`src/design/spi_nor_flash_command_sequencer_assert.svh`:
```
// assertion macros for the spi nor flash command sequencer
`ifndef SPI_NOR_FLASH_COMMAND_SEQUENCER_ASSERT_SVH
`define SPI_NOR_FLASH_COMMAND_SEQUENCER_ASSERT_SVH

`ifndef ASSERT_OFF
`define SNFCS_ASSERT_IMPL(label, clk, rst_n, ante, cons) \
    label: assert property (@(posedge clk) disable iff (!rst_n) (ante) |-> (cons)) \
        else $error("assertion failed");
`define SNFCS_ASSERT_NEXT(label, clk, rst_n, ante, cons) \
    label: assert property (@(posedge clk) disable iff (!rst_n) (ante) |=> (cons)) \
        else $error("assertion failed");
`else
`define SNFCS_ASSERT_IMPL(label, clk, rst_n, ante, cons)
`define SNFCS_ASSERT_NEXT(label, clk, rst_n, ante, cons)
`endif

`endif

```
`src/design/snfcs_pkg.sv`:
```
// shared types, codes and constants of the spi nor flash command sequencer
`timescale 1ns / 1ps
package snfcs_pkg;

    localparam int PAGE_BYTES_DEFAULT   = 256;
    localparam int ADDRESS_BITS_DEFAULT = 24;
    localparam int QUEUE_DEPTH_DEFAULT  = 2;

    localparam int ADDR_FIELD_BITS = 24;
    localparam int LIMIT_BITS      = 24;
    localparam int CFG_INDEX_BITS  = 2;

    localparam logic [LIMIT_BITS-1:0] PAGE_POLL_LIMIT_RESET   = 24'd500;
    localparam logic [LIMIT_BITS-1:0] SECTOR_POLL_LIMIT_RESET = 24'd300000;
    localparam logic [LIMIT_BITS-1:0] CHIP_POLL_LIMIT_RESET   = 24'd8000000;
    localparam logic [LIMIT_BITS-1:0] WRSR_POLL_LIMIT_RESET   = 24'd1500;

    localparam logic [CFG_INDEX_BITS-1:0] CFG_PAGE_POLL_LIMIT   = 2'd0;
    localparam logic [CFG_INDEX_BITS-1:0] CFG_SECTOR_POLL_LIMIT = 2'd1;
    localparam logic [CFG_INDEX_BITS-1:0] CFG_CHIP_POLL_LIMIT   = 2'd2;
    localparam logic [CFG_INDEX_BITS-1:0] CFG_WRSR_POLL_LIMIT   = 2'd3;

    localparam logic [7:0] OP_WREN  = 8'h06;
    localparam logic [7:0] OP_PP    = 8'h02;
    localparam logic [7:0] OP_SE    = 8'hD8;
    localparam logic [7:0] OP_CE    = 8'hC7;
    localparam logic [7:0] OP_READ  = 8'h03;
    localparam logic [7:0] OP_RDSR  = 8'h05;
    localparam logic [7:0] OP_WRSR  = 8'h01;
    localparam logic [7:0] DUMMY_BYTE = 8'h00;

    localparam int BUSY_BIT = 0;

    typedef enum logic [2:0] {
        KIND_WRITE_START  = 3'd0,
        KIND_WRITE_DATA   = 3'd1,
        KIND_STATUS_REPLY = 3'd2,
        KIND_READ_START   = 3'd3,
        KIND_READ_DATA    = 3'd4,
        KIND_SECTOR_ERASE = 3'd5,
        KIND_CHIP_ERASE   = 3'd6,
        KIND_WRITE_STATUS = 3'd7
    } kind_t;

    typedef enum logic [1:0] {
        MODE_IDLE,
        MODE_WRITE,
        MODE_POLL,
        MODE_READ
    } mode_t;

    typedef enum logic [1:0] {
        RESULT_SUCCESS       = 2'd0,
        RESULT_WRITE_TIMEOUT = 2'd1,
        RESULT_ERASE_TIMEOUT = 2'd2
    } result_code_t;

    // fixed order of the bytes a request can expand to
    localparam int SLOT_WREN       = 0;
    localparam int SLOT_OPCODE     = 1;
    localparam int SLOT_ADDR2      = 2;
    localparam int SLOT_ADDR1      = 3;
    localparam int SLOT_ADDR0      = 4;
    localparam int SLOT_DATA       = 5;
    localparam int SLOT_READ       = 6;
    localparam int SLOT_POLL_CMD   = 7;
    localparam int SLOT_POLL_DUMMY = 8;
    localparam int SLOT_DONE       = 9;
    localparam int NUM_SLOTS       = 10;

    typedef logic [NUM_SLOTS-1:0] slot_mask_t;

    typedef struct packed {
        slot_mask_t                 mask;
        logic [7:0]                 opcode;
        logic                       opcode_end;
        logic [ADDR_FIELD_BITS-1:0] addr;
        logic                       addr_end;
        logic [7:0]                 data;
        logic                       data_end;
        logic                       read_end;
        result_code_t               code;
    } desc_t;

    typedef struct packed {
        logic full;
        logic empty;
    } q_stat_t;

    typedef struct packed {
        logic         byte_valid;
        logic [7:0]   mosi_byte;
        logic         end_frame;
        logic         capture_data;
        logic         capture_status;
        logic         op_done;
        result_code_t result_code;
        logic         last;
    } res_t;

    // a zero limit still allows a single poll
    function automatic logic [LIMIT_BITS-1:0] polls_after_first(input logic [LIMIT_BITS-1:0] lim);
        polls_after_first = (lim == '0) ? '0 : lim - 1'b1;
    endfunction

endpackage

```
`src/design/snfcs_channels.sv`:
```
// request and result channel interfaces
`timescale 1ns / 1ps
interface snfcs_req_if;
    logic       valid;
    logic       ready;
    logic [2:0] kind;
    logic [23:0] address;
    logic [7:0] data_byte;
    logic       last_byte;
    logic [7:0] reply_byte;

    modport source (output valid, kind, address, data_byte, last_byte, reply_byte,
                    input ready);
    modport sink (input valid, kind, address, data_byte, last_byte, reply_byte,
                  output ready);
endinterface

interface snfcs_rsp_if;
    logic       valid;
    logic       ready;
    logic       byte_valid;
    logic [7:0] mosi_byte;
    logic       end_frame;
    logic       capture_data;
    logic       capture_status;
    logic       op_done;
    logic [1:0] result_code;
    logic       last;

    modport source (output valid, byte_valid, mosi_byte, end_frame, capture_data,
                    capture_status, op_done, result_code, last, input ready);
    modport sink (input valid, byte_valid, mosi_byte, end_frame, capture_data,
                  capture_status, op_done, result_code, last, output ready);
endinterface

```
`src/design/snfcs_front.sv`:
```
// front end: accepts requests, tracks the operation state, queues byte sequences
`timescale 1ns / 1ps
module snfcs_front #(
    parameter int PAGE_BYTES   = snfcs_pkg::PAGE_BYTES_DEFAULT,
    parameter int ADDRESS_BITS = snfcs_pkg::ADDRESS_BITS_DEFAULT
) (
    input  logic                                clk,
    input  logic                                rst_n,
    snfcs_req_if.sink                           req,
    input  logic                                cfg_wr_en,
    input  logic [snfcs_pkg::CFG_INDEX_BITS-1:0] cfg_index,
    input  logic [snfcs_pkg::LIMIT_BITS-1:0]    cfg_data,
    input  snfcs_pkg::q_stat_t                  q_stat,
    output logic                                push,
    output snfcs_pkg::desc_t                    push_desc
);
    import snfcs_pkg::*;

    localparam int PAGE_BITS  = $clog2(PAGE_BYTES);
    localparam int ADDR_BYTES = (ADDRESS_BITS + 7) / 8;

    logic [LIMIT_BITS-1:0] page_lim_reg, sector_lim_reg, chip_lim_reg, wrsr_lim_reg;

    mode_t                   mode_reg, mode_next;
    logic [ADDRESS_BITS-1:0] addr_reg, addr_next;
    logic                    frame_open_reg, frame_open_next;
    logic                    more_reg, more_next;
    logic [LIMIT_BITS-1:0]   polls_reg, polls_next;
    logic                    class_reg, class_next;

    logic                    accept;
    logic [ADDRESS_BITS-1:0] addr_in, addr_inc;
    logic                    boundary;
    slot_mask_t              addr_slots, poll_slots;

    assign req.ready = !q_stat.full;
    assign accept    = req.valid && req.ready;
    assign addr_in   = req.address[ADDRESS_BITS-1:0];
    assign addr_inc  = addr_reg + 1'b1;
    assign boundary  = (addr_inc[PAGE_BITS-1:0] == '0);

    always_comb
    begin
        addr_slots = '0;
        addr_slots[SLOT_ADDR1] = 1'b1;
        addr_slots[SLOT_ADDR0] = 1'b1;
        addr_slots[SLOT_ADDR2] = (ADDR_BYTES > 2);
        poll_slots = '0;
        poll_slots[SLOT_POLL_CMD]   = 1'b1;
        poll_slots[SLOT_POLL_DUMMY] = 1'b1;
    end

    always_ff @(posedge clk or negedge rst_n)
    begin
        if (!rst_n)
        begin
            page_lim_reg   <= PAGE_POLL_LIMIT_RESET;
            sector_lim_reg <= SECTOR_POLL_LIMIT_RESET;
            chip_lim_reg   <= CHIP_POLL_LIMIT_RESET;
            wrsr_lim_reg   <= WRSR_POLL_LIMIT_RESET;
        end
        else if (cfg_wr_en)
        begin
            case (cfg_index)
                CFG_PAGE_POLL_LIMIT:   page_lim_reg   <= cfg_data;
                CFG_SECTOR_POLL_LIMIT: sector_lim_reg <= cfg_data;
                CFG_CHIP_POLL_LIMIT:   chip_lim_reg   <= cfg_data;
                CFG_WRSR_POLL_LIMIT:   wrsr_lim_reg   <= cfg_data;
                default: ;
            endcase
        end
    end

    always_ff @(posedge clk or negedge rst_n)
    begin
        if (!rst_n)
        begin
            mode_reg       <= MODE_IDLE;
            addr_reg       <= '0;
            frame_open_reg <= 1'b0;
            more_reg       <= 1'b0;
            polls_reg      <= '0;
            class_reg      <= 1'b0;
        end
        else if (accept)
        begin
            mode_reg       <= mode_next;
            addr_reg       <= addr_next;
            frame_open_reg <= frame_open_next;
            more_reg       <= more_next;
            polls_reg      <= polls_next;
            class_reg      <= class_next;
        end
    end

    always_comb
    begin
        mode_next       = mode_reg;
        addr_next       = addr_reg;
        frame_open_next = frame_open_reg;
        more_next       = more_reg;
        polls_next      = polls_reg;
        class_next      = class_reg;
        push            = 1'b0;
        push_desc       = '0;
        push_desc.addr  = ADDR_FIELD_BITS'(addr_reg);
        push_desc.data  = req.data_byte;
        push_desc.code  = RESULT_SUCCESS;

        case (req.kind)
            KIND_WRITE_START:
            begin
                if (mode_reg == MODE_IDLE)
                begin
                    addr_next       = addr_in;
                    frame_open_next = 1'b0;
                    more_next       = 1'b0;
                    mode_next       = MODE_WRITE;
                end
            end
            KIND_WRITE_DATA:
            begin
                if (mode_reg == MODE_WRITE)
                begin
                    push = 1'b1;
                    push_desc.mask[SLOT_DATA] = 1'b1;
                    if (!frame_open_reg)
                    begin
                        push_desc.mask[SLOT_WREN]   = 1'b1;
                        push_desc.mask[SLOT_OPCODE] = 1'b1;
                        push_desc.mask = push_desc.mask | addr_slots;
                        push_desc.opcode = OP_PP;
                        frame_open_next  = 1'b1;
                    end
                    addr_next = addr_inc;
                    if (boundary || req.last_byte)
                    begin
                        push_desc.data_end = 1'b1;
                        push_desc.mask  = push_desc.mask | poll_slots;
                        frame_open_next = 1'b0;
                        polls_next      = polls_after_first(page_lim_reg);
                        class_next      = 1'b0;
                        more_next       = !req.last_byte;
                        mode_next       = MODE_POLL;
                    end
                end
            end
            KIND_STATUS_REPLY:
            begin
                if (mode_reg == MODE_POLL)
                begin
                    if (!req.reply_byte[BUSY_BIT])
                    begin
                        if (more_reg)
                        begin
                            // page done, rest of the burst opens a new frame
                            more_next = 1'b0;
                            mode_next = MODE_WRITE;
                        end
                        else
                        begin
                            push = 1'b1;
                            push_desc.mask[SLOT_DONE] = 1'b1;
                            mode_next = MODE_IDLE;
                        end
                    end
                    else if (polls_reg == '0)
                    begin
                        push = 1'b1;
                        push_desc.mask[SLOT_DONE] = 1'b1;
                        push_desc.code = class_reg ? RESULT_ERASE_TIMEOUT
                                                   : RESULT_WRITE_TIMEOUT;
                        more_next = 1'b0;
                        mode_next = MODE_IDLE;
                    end
                    else
                    begin
                        push = 1'b1;
                        push_desc.mask = poll_slots;
                        polls_next = polls_reg - 1'b1;
                    end
                end
            end
            KIND_READ_START:
            begin
                if (mode_reg == MODE_IDLE)
                begin
                    push = 1'b1;
                    push_desc.mask = addr_slots;
                    push_desc.mask[SLOT_OPCODE] = 1'b1;
                    push_desc.opcode = OP_READ;
                    push_desc.addr   = ADDR_FIELD_BITS'(addr_in);
                    addr_next        = addr_in;
                    frame_open_next  = 1'b1;
                    mode_next        = MODE_READ;
                end
            end
            KIND_READ_DATA:
            begin
                if (mode_reg == MODE_READ)
                begin
                    push = 1'b1;
                    push_desc.mask[SLOT_READ] = 1'b1;
                    push_desc.read_end = req.last_byte;
                    addr_next = addr_inc;
                    if (req.last_byte)
                    begin
                        frame_open_next = 1'b0;
                        mode_next       = MODE_IDLE;
                    end
                end
            end
            KIND_SECTOR_ERASE:
            begin
                if (mode_reg == MODE_IDLE)
                begin
                    push = 1'b1;
                    push_desc.mask = addr_slots | poll_slots;
                    push_desc.mask[SLOT_WREN]   = 1'b1;
                    push_desc.mask[SLOT_OPCODE] = 1'b1;
                    push_desc.opcode   = OP_SE;
                    push_desc.addr     = ADDR_FIELD_BITS'(addr_in);
                    push_desc.addr_end = 1'b1;
                    addr_next  = addr_in;
                    polls_next = polls_after_first(sector_lim_reg);
                    class_next = 1'b1;
                    more_next  = 1'b0;
                    mode_next  = MODE_POLL;
                end
            end
            KIND_CHIP_ERASE:
            begin
                if (mode_reg == MODE_IDLE)
                begin
                    push = 1'b1;
                    push_desc.mask = poll_slots;
                    push_desc.mask[SLOT_WREN]   = 1'b1;
                    push_desc.mask[SLOT_OPCODE] = 1'b1;
                    push_desc.opcode     = OP_CE;
                    push_desc.opcode_end = 1'b1;
                    polls_next = polls_after_first(chip_lim_reg);
                    class_next = 1'b1;
                    more_next  = 1'b0;
                    mode_next  = MODE_POLL;
                end
            end
            KIND_WRITE_STATUS:
            begin
                if (mode_reg == MODE_IDLE)
                begin
                    push = 1'b1;
                    push_desc.mask = poll_slots;
                    push_desc.mask[SLOT_WREN]   = 1'b1;
                    push_desc.mask[SLOT_OPCODE] = 1'b1;
                    push_desc.mask[SLOT_DATA]   = 1'b1;
                    push_desc.opcode   = OP_WRSR;
                    push_desc.data_end = 1'b1;
                    polls_next = polls_after_first(wrsr_lim_reg);
                    class_next = 1'b0;
                    more_next  = 1'b0;
                    mode_next  = MODE_POLL;
                end
            end
            default: ;
        endcase

        if (!accept)
        begin
            push = 1'b0;
        end
    end

endmodule

```
`src/design/snfcs_queue.sv`:
```
// short fifo of byte sequences between front end and back end
`timescale 1ns / 1ps
module snfcs_queue #(
    parameter int DEPTH = snfcs_pkg::QUEUE_DEPTH_DEFAULT
) (
    input  logic               clk,
    input  logic               rst_n,
    input  logic               push,
    input  snfcs_pkg::desc_t   push_desc,
    input  logic               pop,
    output snfcs_pkg::desc_t   head,
    output snfcs_pkg::q_stat_t stat
);
    import snfcs_pkg::*;

    localparam int PTR_BITS = $clog2(DEPTH);
    localparam int CNT_BITS = $clog2(DEPTH + 1);

    desc_t               entry_reg [DEPTH];
    logic [PTR_BITS-1:0] wr_ptr_reg, rd_ptr_reg;
    logic [CNT_BITS-1:0] count_reg;
    logic                do_push, do_pop;

    assign stat.full  = (count_reg == CNT_BITS'(DEPTH));
    assign stat.empty = (count_reg == '0);
    assign do_push    = push && !stat.full;
    assign do_pop     = pop && !stat.empty;
    assign head       = entry_reg[rd_ptr_reg];

    function automatic logic [PTR_BITS-1:0] bump(input logic [PTR_BITS-1:0] p);
        bump = (p == PTR_BITS'(DEPTH - 1)) ? '0 : p + 1'b1;
    endfunction

    always_ff @(posedge clk)
    begin
        if (do_push)
        begin
            entry_reg[wr_ptr_reg] <= push_desc;
        end
    end

    always_ff @(posedge clk or negedge rst_n)
    begin
        if (!rst_n)
        begin
            wr_ptr_reg <= '0;
            rd_ptr_reg <= '0;
            count_reg  <= '0;
        end
        else
        begin
            if (do_push)
            begin
                wr_ptr_reg <= bump(wr_ptr_reg);
            end
            if (do_pop)
            begin
                rd_ptr_reg <= bump(rd_ptr_reg);
            end
            if (do_push && !do_pop)
            begin
                count_reg <= count_reg + 1'b1;
            end
            else if (do_pop && !do_push)
            begin
                count_reg <= count_reg - 1'b1;
            end
        end
    end

endmodule

```
`src/design/snfcs_back.sv`:
```
// back end: walks a byte sequence and drives one result per cycle while rsp is ready
`timescale 1ns / 1ps
module snfcs_back (
    input  logic               clk,
    input  logic               rst_n,
    input  snfcs_pkg::desc_t   head,
    input  snfcs_pkg::q_stat_t q_stat,
    output logic               pop,
    snfcs_rsp_if.source        rsp
);
    import snfcs_pkg::*;

    desc_t      desc_reg;
    slot_mask_t mask_reg;
    slot_mask_t pick, mask_rem;
    res_t       res, out_reg;
    logic       out_valid_reg;
    logic       active, load_out, take;

    assign active   = (mask_reg != '0);
    assign load_out = active && (!out_valid_reg || rsp.ready);
    assign mask_rem = mask_reg & ~pick;
    assign take     = !active || (load_out && mask_rem == '0);
    assign pop      = take && !q_stat.empty;

    // lowest pending slot goes out first
    always_comb
    begin
        pick = '0;
        for (int i = NUM_SLOTS - 1; i >= 0; i--)
        begin
            if (mask_reg[i])
            begin
                pick    = '0;
                pick[i] = 1'b1;
            end
        end
    end

    always_comb
    begin
        res = '0;
        res.byte_valid  = 1'b1;
        res.result_code = RESULT_SUCCESS;
        res.last        = (mask_rem == '0);
        if (pick[SLOT_WREN])
        begin
            res.mosi_byte = OP_WREN;
            res.end_frame = 1'b1;
        end
        else if (pick[SLOT_OPCODE])
        begin
            res.mosi_byte = desc_reg.opcode;
            res.end_frame = desc_reg.opcode_end;
        end
        else if (pick[SLOT_ADDR2])
        begin
            res.mosi_byte = desc_reg.addr[23:16];
        end
        else if (pick[SLOT_ADDR1])
        begin
            res.mosi_byte = desc_reg.addr[15:8];
        end
        else if (pick[SLOT_ADDR0])
        begin
            res.mosi_byte = desc_reg.addr[7:0];
            res.end_frame = desc_reg.addr_end;
        end
        else if (pick[SLOT_DATA])
        begin
            res.mosi_byte = desc_reg.data;
            res.end_frame = desc_reg.data_end;
        end
        else if (pick[SLOT_READ])
        begin
            res.mosi_byte    = DUMMY_BYTE;
            res.end_frame    = desc_reg.read_end;
            res.capture_data = 1'b1;
        end
        else if (pick[SLOT_POLL_CMD])
        begin
            res.mosi_byte = OP_RDSR;
        end
        else if (pick[SLOT_POLL_DUMMY])
        begin
            res.mosi_byte      = DUMMY_BYTE;
            res.end_frame      = 1'b1;
            res.capture_status = 1'b1;
        end
        else
        begin
            res.byte_valid  = 1'b0;
            res.op_done     = 1'b1;
            res.result_code = desc_reg.code;
        end
    end

    always_ff @(posedge clk)
    begin
        if (pop)
        begin
            desc_reg <= head;
        end
        if (load_out)
        begin
            out_reg <= res;
        end
    end

    always_ff @(posedge clk or negedge rst_n)
    begin
        if (!rst_n)
        begin
            mask_reg      <= '0;
            out_valid_reg <= 1'b0;
        end
        else
        begin
            if (pop)
            begin
                mask_reg <= head.mask;
            end
            else if (load_out)
            begin
                mask_reg <= mask_rem;
            end
            if (load_out)
            begin
                out_valid_reg <= 1'b1;
            end
            else if (rsp.ready)
            begin
                out_valid_reg <= 1'b0;
            end
        end
    end

    assign rsp.valid          = out_valid_reg;
    assign rsp.byte_valid     = out_reg.byte_valid;
    assign rsp.mosi_byte      = out_reg.mosi_byte;
    assign rsp.end_frame      = out_reg.end_frame;
    assign rsp.capture_data   = out_reg.capture_data;
    assign rsp.capture_status = out_reg.capture_status;
    assign rsp.op_done        = out_reg.op_done;
    assign rsp.result_code    = out_reg.result_code;
    assign rsp.last           = out_reg.last;

endmodule

```
`src/design/spi_nor_flash_command_sequencer.sv`:
```
// top level of the spi nor flash command sequencer
// Usage:
//   req carries host requests (write start/data, status reply, read start/data,
//   sector erase, chip erase, write status); rsp carries one spi byte or one
//   completion per result, with last marking the final result of a request.
//   cfg_wr_en/cfg_index/cfg_data load the four poll limits; write them only
//   while no request is in flight.
//   The front end decides the whole byte sequence of a request combinationally and
//   queues it; a new request can be taken every cycle while the queue has room.
//   The back end sends one result per cycle from the queue while rsp is ready; a
//   request expands to up to 8 results. With an idle output an accepted request
//   is held in the queue, then in the back end's descriptor and mask registers, and
//   its first result is then registered in the output register that drives rsp.
//   When rsp is stalled the output register holds, the back end waits, and req
//   keeps being taken until the queue fills, then req.ready drops.
//   Requests that cause no results are still accepted by the front end.
//   Reset puts the sequencer in idle mode with empty queue and the poll limits
//   at their defaults; no clearing pass is needed.
//   PAGE_BYTES must be a power of two.
`timescale 1ns / 1ps
`include "spi_nor_flash_command_sequencer_assert.svh"
module spi_nor_flash_command_sequencer #(
    parameter int PAGE_BYTES   = snfcs_pkg::PAGE_BYTES_DEFAULT,
    parameter int ADDRESS_BITS = snfcs_pkg::ADDRESS_BITS_DEFAULT,
    parameter int QUEUE_DEPTH  = snfcs_pkg::QUEUE_DEPTH_DEFAULT
) (
    input  logic                                 clk,
    input  logic                                 rst_n,
    snfcs_req_if.sink                            req,
    snfcs_rsp_if.source                          rsp,
    input  logic                                 cfg_wr_en,
    input  logic [snfcs_pkg::CFG_INDEX_BITS-1:0] cfg_index,
    input  logic [snfcs_pkg::LIMIT_BITS-1:0]     cfg_data
);
    import snfcs_pkg::*;

    logic    push, pop;
    desc_t   push_desc, head;
    q_stat_t q_stat;

    snfcs_front #(
        .PAGE_BYTES   (PAGE_BYTES),
        .ADDRESS_BITS (ADDRESS_BITS)
    ) u_front (
        .clk       (clk),
        .rst_n     (rst_n),
        .req       (req),
        .cfg_wr_en (cfg_wr_en),
        .cfg_index (cfg_index),
        .cfg_data  (cfg_data),
        .q_stat    (q_stat),
        .push      (push),
        .push_desc (push_desc)
    );

    snfcs_queue #(
        .DEPTH (QUEUE_DEPTH)
    ) u_queue (
        .clk       (clk),
        .rst_n     (rst_n),
        .push      (push),
        .push_desc (push_desc),
        .pop       (pop),
        .head      (head),
        .stat      (q_stat)
    );

    snfcs_back u_back (
        .clk    (clk),
        .rst_n  (rst_n),
        .head   (head),
        .q_stat (q_stat),
        .pop    (pop),
        .rsp    (rsp)
    );

    // completion carries no spi byte and always closes the request
    `SNFCS_ASSERT_IMPL(a_done_no_byte, clk, rst_n, rsp.valid && rsp.op_done, !rsp.byte_valid && rsp.last)
    // status capture is the dummy byte that closes a poll frame
    `SNFCS_ASSERT_IMPL(a_poll_dummy, clk, rst_n, rsp.valid && rsp.capture_status, rsp.end_frame && rsp.mosi_byte == DUMMY_BYTE && rsp.last)
    // read capture sends a dummy byte and never reports completion
    `SNFCS_ASSERT_IMPL(a_read_dummy, clk, rst_n, rsp.valid && rsp.capture_data, rsp.byte_valid && rsp.mosi_byte == DUMMY_BYTE && !rsp.op_done)
    // queue never reports full and empty together
    `SNFCS_ASSERT_IMPL(a_queue_stat, clk, rst_n, q_stat.full, !q_stat.empty)

endmodule
```
`src/flat_wrapper.sv`:
```
// flat-port wrapper written by rule: the top's interface ports become plain ports
module spi_nor_flash_command_sequencer_flat import snfcs_pkg::*;
#(
    parameter int PAGE_BYTES   = snfcs_pkg::PAGE_BYTES_DEFAULT,
    parameter int ADDRESS_BITS = snfcs_pkg::ADDRESS_BITS_DEFAULT,
    parameter int QUEUE_DEPTH  = snfcs_pkg::QUEUE_DEPTH_DEFAULT
)
  (clk, rst_n, cfg_wr_en, cfg_index, cfg_data, req_valid, req_kind, req_address, req_data_byte, req_last_byte, req_reply_byte, req_ready, rsp_valid, rsp_byte_valid, rsp_mosi_byte, rsp_end_frame, rsp_capture_data, rsp_capture_status, rsp_op_done, rsp_result_code, rsp_last, rsp_ready);
  snfcs_req_if req_i ();
  snfcs_rsp_if rsp_i ();
  input  logic clk;
  input  logic rst_n;
  input  logic cfg_wr_en;
  input  logic [snfcs_pkg::CFG_INDEX_BITS-1:0] cfg_index;
  input  logic [snfcs_pkg::LIMIT_BITS-1:0] cfg_data;
  input wire logic [$bits(req_i.valid)-1:0] req_valid;
  input wire logic [$bits(req_i.kind)-1:0] req_kind;
  input wire logic [$bits(req_i.address)-1:0] req_address;
  input wire logic [$bits(req_i.data_byte)-1:0] req_data_byte;
  input wire logic [$bits(req_i.last_byte)-1:0] req_last_byte;
  input wire logic [$bits(req_i.reply_byte)-1:0] req_reply_byte;
  output wire logic [$bits(req_i.ready)-1:0] req_ready;
  output wire logic [$bits(rsp_i.valid)-1:0] rsp_valid;
  output wire logic [$bits(rsp_i.byte_valid)-1:0] rsp_byte_valid;
  output wire logic [$bits(rsp_i.mosi_byte)-1:0] rsp_mosi_byte;
  output wire logic [$bits(rsp_i.end_frame)-1:0] rsp_end_frame;
  output wire logic [$bits(rsp_i.capture_data)-1:0] rsp_capture_data;
  output wire logic [$bits(rsp_i.capture_status)-1:0] rsp_capture_status;
  output wire logic [$bits(rsp_i.op_done)-1:0] rsp_op_done;
  output wire logic [$bits(rsp_i.result_code)-1:0] rsp_result_code;
  output wire logic [$bits(rsp_i.last)-1:0] rsp_last;
  input wire logic [$bits(rsp_i.ready)-1:0] rsp_ready;
  assign req_i.valid = req_valid;
  assign req_i.kind = req_kind;
  assign req_i.address = req_address;
  assign req_i.data_byte = req_data_byte;
  assign req_i.last_byte = req_last_byte;
  assign req_i.reply_byte = req_reply_byte;
  assign req_ready = req_i.ready;
  assign rsp_valid = rsp_i.valid;
  assign rsp_byte_valid = rsp_i.byte_valid;
  assign rsp_mosi_byte = rsp_i.mosi_byte;
  assign rsp_end_frame = rsp_i.end_frame;
  assign rsp_capture_data = rsp_i.capture_data;
  assign rsp_capture_status = rsp_i.capture_status;
  assign rsp_op_done = rsp_i.op_done;
  assign rsp_result_code = rsp_i.result_code;
  assign rsp_last = rsp_i.last;
  assign rsp_i.ready = rsp_ready;
  spi_nor_flash_command_sequencer #(.PAGE_BYTES(PAGE_BYTES), .ADDRESS_BITS(ADDRESS_BITS), .QUEUE_DEPTH(QUEUE_DEPTH)) u_core (.clk(clk), .rst_n(rst_n), .req(req_i), .rsp(rsp_i), .cfg_wr_en(cfg_wr_en), .cfg_index(cfg_index), .cfg_data(cfg_data));
endmodule
```
`config.mk`:
```
export PLATFORM = sky130hd
export DESIGN_NAME = spi_nor_flash_command_sequencer_flat
export DESIGN_NICKNAME = d
export VERILOG_FILES = /design/src/design/snfcs_pkg.sv /design/src/design/snfcs_channels.sv /design/src/design/snfcs_front.sv /design/src/design/snfcs_queue.sv /design/src/design/snfcs_back.sv /design/src/design/spi_nor_flash_command_sequencer.sv /design/src/flat_wrapper.sv
export VERILOG_INCLUDE_DIRS = /design/src /design/src/design
export SDC_FILE = /design/constraint.sdc
export NUM_CORES = 1
export LEC_CHECK = 0
export BUFFER_PORTS_ARGS = -buffer_cell sky130_fd_sc_hd__buf_2
export CORE_MARGIN = 1.5
export CORE_UTILIZATION = 60
export DETAILED_ROUTE_END_ITERATION = 7
export PLACE_DENSITY = 0.79
export SYNTH_ARGS = -nofsm -noshare
export SYNTH_HDL_FRONTEND = slang
export SYNTH_SLANG_ARGS = --single-unit
```
`constraint.sdc`:
```
create_clock -name clk -period 5.85 [get_ports clk]
set_input_delay 0.585 -clock clk [delete_from_list [all_inputs] [get_ports clk]]
set_output_delay 0.585 -clock clk [all_outputs]
set_load 0.05 [all_outputs]
```
## After elaboration in Yosys (flattened, before gate mapping)

Memory sizes are Yosys's and may differ from the RTL's.
Index checks and enable logic that the tools add are counted.

| word-level totals | value |
|---|---|
| flip-flop bits (word level) | 226 |
| bits in latches | 0 |
| memory bits (writable) | 112 |
| ROM bits | 0 |
| output and inout port bits | 18 |
| logic and storage cells | 251 |
| memories kept | 1 |

Memory list:

| memory | depth | width | read ports | clocked after memory_dff | wr ports | line | source |
|---|---|---|---|---|---|---|---|
| u_core.u_queue.entry_reg | 2 | 56 | 1 | 0 | 1 | snfcs_queue.sv:19 | `desc_t entry_reg [DEPTH];` |

| cells by class | value |
|---|---|
| add/sub/neg operators | 10 |
| multiply operators | 0 |
| div/mod/pow operators | 0 |
| order comparisons | 0 |
| eq/ne operators | 30 |
| shifts and indexed selects | 0 |
| muxes and demuxes | 121 |
| bitwise gates (word level) | 2 |
| reduce and logical (&&, ||, !) cells | 56 |

Operators by type and width:

| kind | count |
|---|---|
| 24-bit two-way mux | 15 |
| 10-bit two-way mux | 13 |
| 24-bit logical NOT | 5 |
| 24-bit case mux with 5 select lines | 1 |
| 24-bit by 1-bit subtractor with 24-bit output, second input constant | 5 |
| 24-bit case mux with 3 select lines | 1 |
| 9-bit two-way mux | 6 |
| 17-bit two-way mux | 3 |
| 24-bit case mux with 2 select lines | 1 |
| 8-bit case mux with 5 select lines | 1 |
| 1-bit two-way mux | 39 |
| 6-bit case mux with 6 select lines | 1 |
| 2-bit two-way mux | 17 |
| 13-bit two-way mux | 2 |
| 25-bit two-way mux | 1 |
| 24-bit by 1-bit adder with 24-bit output, second input constant | 1 |
| 2-bit != test, second input constant | 12 |
| 10-bit AND reduction | 2 |
| 18-bit two-way mux | 1 |
| 3-bit case mux with 6 select lines | 1 |
| 8-bit two-way mux | 2 |
| 7-bit AND reduction | 2 |
| 3-bit equality test, second input constant | 4 |
| 4-bit two-way mux | 3 |
| 40 further kinds | 80 |

## Logic depth before layout (Yosys ltp)

Gate-level depths: netlist (run 1).

| logic depth | value |
|---|---|
| depth in word-level cells | 20 |
| depth in mapped cells | 13 |
| gate-level depth less buffers | 11 |

## Hierarchy

A second synthesis (run 1) with hierarchy kept.

| second synthesis, totals | value |
|---|---|
| cells, all modules | 1514 |
| area, all modules | 17354.1 um^2 |

By module, submodules not included:

| module | instances | cells an instance | area each (um^2) | sequential area each (um^2) |
|---|---|---|---|---|
| snfcs_front | 1 | 1101 | 9987.1 | 3763.6 |
| snfcs_queue | 1 | 193 | 4357.9 | 3463.3 |
| snfcs_back | 1 | 220 | 3009.1 | 2137.0 |

## Least setup slack after synthesis (run 1)

No wires, ideal clock.

| timing | value |
|---|---|
| path kind | input to register |
| from | in req_kind[1] |
| to | mem u_core.u_queue.entry_reg[0][0] (netlist name) (enable) |
| setup time | 0.458 ns |
| arrival | 3.973 ns |
| data required time | 5.392 ns |
| slack | 1.419 ns |
| cell stages on the path | 8 |
| path buffers | 3 |
| cell sequence | clkbuf_1 buf_1 buf_1 o21ai_0 a21oi_1 o31a_1 nand2_1 nor2_1 |

| on the way | value |
|---|---|
| word-level cells in the longest chain between the ends | 7 |
| elaborated cells on any way between the ends | 13 |

Ends and longest elaborated chain:

| what | line | source |
|---|---|---|
| from (decl) | flat_wrapper.sv:17 | `input wire logic [$bits(req_i.kind)-1:0] req_kind;` |
| 3-bit equality test or 3-bit by 2-bit equality test with 1-bit output (tied branches) | snfcs_front.sv:110 | `case (req.kind)` |
| 4-bit OR reduction (no source line) | - |  |
| 1-bit case mux with 4 select lines * | snfcs_front.sv:110 |  |
| 1-bit two-way mux * | snfcs_front.sv:267 | `if (!accept)` |
| 1-bit logical AND * | snfcs_queue.sv:26 | `assign do_push = push && !stat.full;` |
| 1-bit two-way mux * | snfcs_queue.sv:36 | `if (do_push)` |
| 1-bit two-way mux (implied by the code) * | snfcs_queue.sv:38 | `entry_reg[wr_ptr_reg] <= push_desc;` |
| to (decl) | snfcs_queue.sv:19 |  |

Mark *: on every way between the ends. The rest lies on a longest branch, timed or not.

## Worst setup path after layout (run 1)

| timing | value |
|---|---|
| from | reg u_core.u_front.sector_lim_reg[8] |
| to | reg u_core.u_front.polls_reg[23] |

| on the way | value |
|---|---|
| word-level cells in the longest chain between the ends | 4 |
| elaborated cells on any way between the ends | 5 |

Ends and longest elaborated chain:

| what | line | source |
|---|---|---|
| from (decl) | snfcs_front.sv:22 | `logic [LIMIT_BITS-1:0] page_lim_reg, sector_lim_reg, chip_lim_reg, wrsr_lim_reg;` |
| from (signal assigned) | snfcs_front.sv:66 | `CFG_SECTOR_POLL_LIMIT: sector_lim_reg <= cfg_data;` |
| 24-bit by 1-bit subtractor with 24-bit output or 24-bit logical NOT (tied branches) | snfcs_pkg.sv:103 | `polls_after_first = (lim == '0) ? '0 : lim - 1'b1;` |
| 24-bit two-way mux * | snfcs_pkg.sv:103 |  |
| 24-bit two-way mux * | snfcs_front.sv:215 | `if (mode_reg == MODE_IDLE)` |
| 24-bit case mux with 5 select lines * | snfcs_front.sv:110 |  |
| to (signal assigned) | snfcs_front.sv:91 | `polls_reg <= polls_next;` |
| to (decl) | snfcs_front.sv:28 | `logic [LIMIT_BITS-1:0] polls_reg, polls_next;` |

Mark *: on every way between the ends. The rest lies on a longest branch, timed or not. The select of a mux whose other input is x is not followed.
A chain may end at the register's enable or synchronous reset.

==> flow_summary.json, run 1 <==
{
  "status": "completed",
  "synth_area_leaders": "edfxtp_1 29%, dfrtp_1 21%, mux2_2 11%",
  "diodes": 0,
  "rsz0062_at_grt": "false",
  "hpwlAfterDp_um": 25700,
  "synth_edf_count": 159,
  "start_util": 0.608,
  "largest_reg_flops": 100,
  "synth_flop_cell": "edfxtp_1",
  "avgSynthCellArea_sq_um": 11.3,
  "ys_warn_count": 0,
  "drt-vias-per-instance": 6.25,
  "synth_cells": 1448,
  "finalSetupViolations": 0,
  "worst-path-buf-inv": 0,
  "post_cts_resized": 0,
  "ir_worst_vdd_uv": 275,
  "tns_ns": 0,
  "slowest_stage": "o41ai_4",
  "critPathKind": "register to register",
  "cts_setup_buffers": 0,
  "place.gp.congestion": 0.993,
  "start_kind": "register",
  "ios": 93,
  "die_x_um": 168,
  "cts_inserted_buffers": 36,
  "hold_violations": 0,
  "cts.sinks": 323,
  "drv_cap": 0,
  "holdBufCountCts": 0,
  "syn_nets": 1533,
  "drc": 0,
  "crit_required_ns": 6.24,
  "cts_tree": "done",
  "hold_class": "input pin to asynchronous set/reset pin",
  "worstSkewPairLatency_ns": 0.53,
  "power_density_mw_per_mm2": 464,
  "rows": 60,
  "cpLargestDelayFamily": "compound AO/OA/AOI/OAI gates",
  "grt-ovfl-total": 0,
  "worst_pin_slew_ns": 1.23,
  "cp-end-kind": "register",
  "firstDrtPassIters": 6,
  "grt_pass1_vias": 11700,
  "drt_iter0_markers": 1433,
  "die_area_sq_mm": 0.0282,
  "vias": 11800,
  "grt_usage": 0.269,
  "power.total_uw": 8450,
  "cts_root_buffer": "clkbuf_16",
  "wl_per_cell_um": 19.7,
  "nets": 1605,
  "critPathMaxStageDelay_ns": 1.15,
  "drive_above_1_share": 0.234,
  "synthesis.area_sq_mm": 0.0163,
  "skew_ns": 0.0187,
  "post-synth-top-area-cell": "edfxtp_1",
  "worstPathCellList": "nor4_1, nand4_1, o41ai_4, o22ai_1, a211oi_1, o21ai_0",
  "async_reset_ff_frac": 0.508,
  "cts.clk_slew.worst_paths_ns": 0.06,
  "crit_fanout": 24,
  "synth.top_cell.area_share": 0.293,
  "synth.distinct_cells": 70,
  "min_period_over_period": 0.610,
  "drv_slew": 0,
  "core_sq_mm": 0.0268,
  "yosys_register_bits": 323,
  "slew_headroom": 0.177,
  "io_buffers": 85,
  "cts_max_path_buffers": 3,
  "min_period_ns": 3.57,
  "fill_cells": 1940,
  "finalWirelength_um": 37300,
  "area_delta_synth_final_pct": 11.9,
  "ys_seq_area_frac": 0.547,
  "grt_first_pass_wirelength_um": 60400,
  "critPathArrivalTime_ns": 3.96,
  "grt_max_degree": 118,
  "htree_levels": 2,
  "antenna_found_initial": 0,
  "p_leak_uw": 0.00670,
  "fp.dieH_um": 168,
  "ant_nets": 0,
  "clock.fmax_mhz": 280
}
[Yosys cell counts (all sizes together), types with 11 or more instances]
| cell type | number |
|---|---|
| nand3 | 30 |
| xor2 | 33 |
| inv | 31 |
| nand2 | 104 |
| or4 | 14 |
| nand2b | 11 |
| buf | 20 |
| nand4 | 14 |
| nor4 | 37 |
| dfrtp | 136 |
| nor2 | 98 |
| clkbuf | 50 |
| edfxtp | 159 |
| nor3 | 67 |
| dfstp | 28 |
| o22ai | 53 |
| o21ai | 90 |
| xnor2 | 66 |
| a21oi | 83 |
| or3 | 19 |
| nor2b | 11 |
| mux2 | 163 |
[cell usage in the layout (no fill, tap or decap), types with 14 or more instances in the layout]
cell type / netlist / final
mux2_2: 163 / 163
edfxtp_1: 159 / 159
dfrtp_1: 136 / 135
nand2_1: 104 / 104
nor2_1: 98 / 97
o21ai_0: 85 / 84
buf_2: 9 / 84
a21oi_1: 83 / 83
nor3_1: 67 / 67
xnor2_1: 66 / 66
o22ai_1: 53 / 53
nor4_1: 36 / 36
clkbuf_16: 0 / 36
xor2_1: 33 / 33
inv_1: 31 / 31
nand3_1: 30 / 30
dfstp_2: 28 / 28
or3_1: 19 / 19
buf_4: 2 / 19
nand4_1: 14 / 14
[stage by stage]
step / cell area, sq um / setup WS (ns) / cells / util / hold slack, ns
floorplan: 16300 / 1.42 / 1448 / - / 0.289
global placement: 17000 / 2.43 / 1823 / 0.635 / 0.483
detailed placement: 17000 / 2.37 / 1823 / 0.635 / 0.502
CTS: 18200 / 2.38 / 1889 / 0.680 / 0.233
global route: 18200 / 2.03 / 1889 / 0.680 / 0.239
finish: 18200 / 2.28 / 1889 / 0.680 / 0.231
[where the power goes]
group / total, uW / internal (uW) / switching, uW
clock: 2280 / 1380 / 902
sequential: 3790 / 3220 / 571
combinational: 2390 / 964 / 1420
total: 8450 / 5560 / 2890
[per-layer routing]
| layer | wire [um] | global-route usage | vias up | share of wire |
|---|---|---|---|---|
| li1 | - | - | 5547 | - |
| met1 | 15900 | 0.353 | 5742 | 0.43 |
| met2 | 18200 | 0.462 | 426 | 0.49 |
| met3 | 1850 | 0.0343 | 87 | 0.050 |
| met4 | 1280 | 0.0975 | 0 | 0.034 |
| met5 | 0 | 0 | - | 0 |
[final cells by class]
cell class | instances | area, sq um | area share
sequential | 323 | 8910 | 0.489
multi-input combinational | 1024 | 6990 | 0.383
clock buffer | 50 | 993 | 0.0545
timing repair buffer | 104 | 574 | 0.0315
tap | 341 | 427 | 0.0234
clock inverter | 16 | 213 | 0.0117
inverter | 31 | 116 | 0.00638
[path summary, 6_finish.rpt]
| path | from | to | slack [ns] | depth (start not counted) |
|---|---|---|---|---|
| max | u_core.u_front.sector_lim_reg[8] | u_core.u_front.polls_reg[23] | 2.28 | 6 |
| min | rst_n | u_core.u_front.wrsr_lim_reg[18] | 0.23 | 1 |
| max reg2reg | u_core.u_front.sector_lim_reg[8] | u_core.u_front.polls_reg[23] | 2.28 | 6 |
| min reg2reg | u_core.u_front.more_reg | u_core.u_front.more_reg | 0.51 | 1 |
| max in group asynchronous | rst_n | u_core.u_front.polls_reg[18] | 4.30 | 2 |
| min in group clk | req_data_byte[3] | u_core.u_queue.entry_reg[0][7] | 0.25 | 1 |
[worst reg2reg max path: cells and delay by family (launching register included)]
kind,cells,cell delay [ns]
AOI/OAI and AO/OA,4,1.84
DFF,1,0.40
and+or+nand+nor,2,1.21
[logic make-up after synthesis]
logic type / Yosys count / synth area share
xor+xnor: 99 / 0.0532
compound gates: 293 / 0.108
simple gates: 446 / 0.138
buf+inv: 101 / 0.0263
flops: 323 / 0.547
mux: 173 / 0.119
fa+ha+maj: 13 / 0.00952
(Power assumes the default switching activity.)
==> inputs of run 2 (changes only) <==
clock period = 3.3 ns   (was 5.85 ns; I/O delays follow)
==> flow_summary.json, run 2 (synthesized netlist as in run 1, its figures left out) <==
{
  "place.gp.congestion": 0.980,
  "die_x_um": 168,
  "holdBufCountCts": 2,
  "endpoint": "u_core.u_front.polls_reg[9]",
  "hold_slack_ns": 0.00983,
  "power_density_mw_per_mm2": 812,
  "worstSkewPairLatency_ns": 0.52,
  "cts_root_buffer": "clkbuf_16",
  "hold_class": "input pin to register",
  "critPathKind": "register to register",
  "firstDrtPassIters": 5,
  "cts_tree": "done",
  "multi_input_area_sq_mm": 0.00699,
  "grt_first_pass_wirelength_um": 60100,
  "status": "completed",
  "ant_nets": 0,
  "grt_max_degree": 100,
  "drt_iter0_markers": 1133,
  "cts_inserted_buffers": 35,
  "antenna_found_initial": 0,
  "ir_worst_vdd_uv": 442,
  "crit_required_ns": 3.69,
  "htree_levels": 2,
  "dp.cells": 1849,
  "ff_latch_area_sq_mm": 0.00891,
  "skew_ns": 0.0135,
  "min_period_over_period": 0.898,
  "finalSetupViolations": 0,
  "cts.sinks": 323,
  "most-common-layout-cells": "163 x mux2_2, 159 x edfxtp_1, 135 x dfrtp_1, 104 x nand2_1, 97 x nor2_1",
  "io_buffers": 85,
  "drive_above_1_share": 0.247,
  "vias": 11900,
  "crit_start": "u_core.u_front.chip_lim_reg[18]",
  "largest_reg_flops": 100,
  "rsz0062_at_grt": "false",
  "min_period_ns": 2.96,
  "tns_ns": 0,
  "final_util": 0.691,
  "cts_setup_buffers": 0,
  "drv_slew": 0,
  "drv_cap": 0,
  "crit_fanout": 17,
  "core_sq_mm": 0.0268,
  "critPathArrivalTime_ns": 3.35,
  "die_area_sq_mm": 0.0282,
  "drt-vias-per-instance": 6.21,
  "fill_cells": 1894,
  "drc": 0,
  "ff2ff_setup_slack_ns": 0.34,
  "nets": 1632,
  "hpwlAfterDp_um": 26300,
  "clock.fmax_mhz": 338,
  "wl_per_cell_um": 19.4,
  "cp-end-kind": "register",
  "fp.dieH_um": 168,
  "grt_usage": 0.268,
  "worst_pin_slew_ns": 0.833,
  "rows": 60,
  "start_kind": "register",
  "reg2reg_from": "u_core.u_front.chip_lim_reg[18]",
  "cts_max_path_buffers": 3,
  "r2r_cells": 8,
  "slew_headroom": 0.439,
  "r2r_end": "u_core.u_front.polls_reg[9]",
  "layout_commonest_cell": "mux2_2",
  "finalWirelength_um": 37200,
  "grt-ovfl-total": 0,
  "grt_pass1_vias": 11600,
  "p_leak_uw": 0.00684,
  "final_cells": 1914,
  "hold_violations": 0,
  "area_delta_synth_final_pct": 13.6,
  "cts.clk_slew.worst_paths_ns": 0.06,
  "ios": 93,
  "start_util": 0.608,
  "post_cts_resized": 0
}
==> run 2: cell types whose count changed in the layout (fill, tap and decap cells not counted), moves of 2 or more <==
| cell | delta |
|---|---|
| buf_12 | +8 |
| buf_4 | +18 |
| clkbuf_1 | -7 |
| clkbuf_8 | -2 |
| clkinv_1 | +5 |
| dlygate4sd3_1 | +2 |
==> run 2: how the worst min path moves through the flow <==
stage,start,to,slack [ns],cells after the start
after floorplan,rst_n,u_core.u_back.mask_reg[0],0.03,0
after global placement,rst_n,u_core.u_front.wrsr_lim_reg[19],0.27,1
after detailed placement,rst_n,u_core.u_front.wrsr_lim_reg[22],0.27,1
after CTS,req_data_byte[4],u_core.u_queue.entry_reg[1][8],0.0008,1
after global routing,req_data_byte[5],u_core.u_queue.entry_reg[1][9],0.0008,1
final,req_data_byte[5],u_core.u_queue.entry_reg[1][9],0.01,1
==> run 2: metrics by stage <==
step / instance area (sq um) / worst slack, ns / total power, uW
global placement: 17300 / 0.504 / 10900
CTS: 18500 / 0.362 / 15100
detailed placement: 17300 / 0.371 / 11100
finish: 18500 / 0.337 / 15000
floorplan: 16300 / 0.120 / 9760
global route: 18500 / 0.272 / 15800
==> run 2: area by class of cell <==
type                            count  area share
Clock buffer                       40      0.0494
Tap cell                          341      0.0231
Timing Repair Buffer              132      0.0481
Clock inverter                     22      0.0135
Multi-Input combinational cell   1024       0.378
Inverter                           31     0.00649
Sequential cell                   323       0.482
Antenna cell                        1    0.000135
==> run 2: worst max-delay path, stage by stage, from the launching register on <==
cell and delay (ns):
dfrtp_1 0.41, or4_1 0.55, or3_1 0.37, or4_1 0.53, nand3_1 0.32, buf_12 0.20
nor2_1 0.06, nor4_1 0.28, o21ai_0 0.12
==> run 2: metal layers <==
layer | global-route usage | routed length [um] | vias to the layer above
met5 | 0 | 0 | -
met4 | 0.105 | 1470 | 0
met3 | 0.0308 | 2020 | 111
met2 | 0.464 | 18500 | 479
met1 | 0.346 | 15200 | 5706
li1 | - | - | 5584
==> run 2: report_power, final <==
group	internal [uW]	switching, uW	leakage (uW)
clock	2390	1560	0.000571
sequential	5690	990	0.00338
combinational	1840	2560	0.00289
==> inputs of run 3 (changes only) <==
CORE_UTILIZATION = 54   (was 60)
PLACE_DENSITY = 0.72   (was 0.79)
==> flow_summary.json, run 3 (synthesized netlist as in run 1, its figures left out) <==
{
  "crit_top_cell": "or4_1",
  "cts_tree": "done",
  "cts.sinks": 323,
  "slowest_stage": "or4_1",
  "most-common-layout-cells": "163 x mux2_2, 159 x edfxtp_1, 135 x dfrtp_1, 104 x nand2_1, 97 x nor2_1",
  "place.gp.congestion": 0.901,
  "power.total_uw": 15400,
  "rsz0062_at_grt": "false",
  "largest_reg_flops": 100,
  "drv_slew": 0,
  "cts_root_buffer": "clkbuf_16",
  "cp-end-kind": "register",
  "min_period_ns": 2.95,
  "diodes": 0,
  "dp.cells": 1900,
  "clock.fmax_mhz": 339,
  "reg2reg_from": "u_core.u_front.chip_lim_reg[18]",
  "skew_ns": 0.0173,
  "power_density_mw_per_mm2": 820,
  "holdBufCountCts": 9,
  "vias": 11900,
  "worstSkewPairLatency_ns": 0.53,
  "htree_levels": 2,
  "grt-ovfl-total": 0,
  "drv_cap": 0,
  "nets": 1643,
  "rows": 63,
  "fp.dieH_um": 177,
  "final_cells": 1977,
  "worstPathCellList": "or4_1, or3_1, or4_1, nand3_1, o22ai_1, nor4_1, o21ai_0",
  "wl_per_cell_um": 19.1,
  "drive_above_1_share": 0.251,
  "crit_start": "u_core.u_front.chip_lim_reg[18]",
  "grt_first_pass_wirelength_um": 60700,
  "layout_commonest_cell": "mux2_2",
  "ant_nets": 0,
  "core_sq_mm": 0.0296,
  "grt_pass1_vias": 11700,
  "crit_required_ns": 3.69,
  "ir_worst_vdd_uv": 478,
  "min_period_over_period": 0.894,
  "start_kind": "register",
  "cts_setup_buffers": 0,
  "die_area_sq_mm": 0.0312,
  "post_cts_resized": 0,
  "slew_headroom": 0.483,
  "antenna_found_initial": 0,
  "ios": 93,
  "start_util": 0.550,
  "crit_fanout": 8,
  "drc": 0,
  "grt_usage": 0.245,
  "critPathKind": "register to register",
  "drt_iter0_markers": 984,
  "drt-vias-per-instance": 6.03,
  "firstDrtPassIters": 6,
  "critPathArrivalTime_ns": 3.34,
  "p_leak_uw": 0.00695,
  "hold_violations": 0,
  "area_delta_synth_final_pct": 15.2,
  "status": "completed",
  "hold_class": "input pin to register",
  "hpwlAfterDp_um": 26800,
  "grt_max_degree": 60,
  "hold_slack_ns": 0.0607,
  "cts_inserted_buffers": 37,
  "die_x_um": 177,
  "cts.clk_slew.worst_paths_ns": 0.06,
  "fin_area_sq_mm": 0.0188,
  "worst_pin_slew_ns": 0.768,
  "cts_max_path_buffers": 3,
  "finalSetupViolations": 0,
  "min_from": "cfg_data[1]",
  "tns_ns": 0,
  "finalWirelength_um": 37800,
  "io_buffers": 85,
  "place_area_sq_mm": 0.0174,
  "critPathMaxStageDelay_ns": 0.56
}
[run 3: worst paths after layout]
path | end | depth (start not counted) | slack (ns)
setup / recovery | u_core.u_front.polls_reg[18] | 7 | 0.35
hold / removal | u_core.u_front.page_lim_reg[1] | 3 | 0.06
setup reg to reg | u_core.u_front.polls_reg[18] | 7 | 0.35
hold reg to reg | u_core.u_front.more_reg | 1 | 0.52
max in group asynchronous | u_core.u_front.chip_lim_reg[19] | 3 | 2.10
min in group asynchronous | u_core.u_front.addr_reg[9] | 2 | 0.34
[run 3: critical path: cells and delay by family (launching register included)]
kind / cells / cell delay (ns)
compound gates: 2 / 0.27
flops: 1 / 0.40
simple gates: 5 / 2.15
[run 3: stage by stage]
| step | utilization | setup WS [ns] |
|---|---|---|
| 6_report | 0.633 | 0.349 |
| 3_3_place_gp | 0.586 | 0.486 |
| 2_1_floorplan | - | 0.120 |
| 5_1_grt | 0.633 | 0.146 |
| 3_5_place_dp | 0.586 | 0.457 |
| 4_1_cts | 0.633 | 0.459 |
[run 3: per-layer routing]
layer,global-route usage,wire length (um)
met3,0.0294,1930
met1,0.314,16100
met2,0.421,18300
met5,0,0
met4,0.108,1600
[run 3: power by group]
group          switching, uW  internal [uW]  total, uW  leakage, uW
Sequential              1020           5690       6710      0.00338
Combinational           2540           1850       4390      0.00292
Clock                   1620           2680       4300     0.000649
[run 3: final cells by class]
| class | count | area, sq um |
|---|---|---|
| clock buffers | 45 | 1020 |
| clock inverters | 23 | 289 |
| fillers | 2404 | 10900 |
| inverters | 31 | 120 |
| multi-input cells | 1024 | 6990 |
| flip-flops and latches | 323 | 8910 |
| well taps | 390 | 488 |
| repair buffers | 141 | 950 |
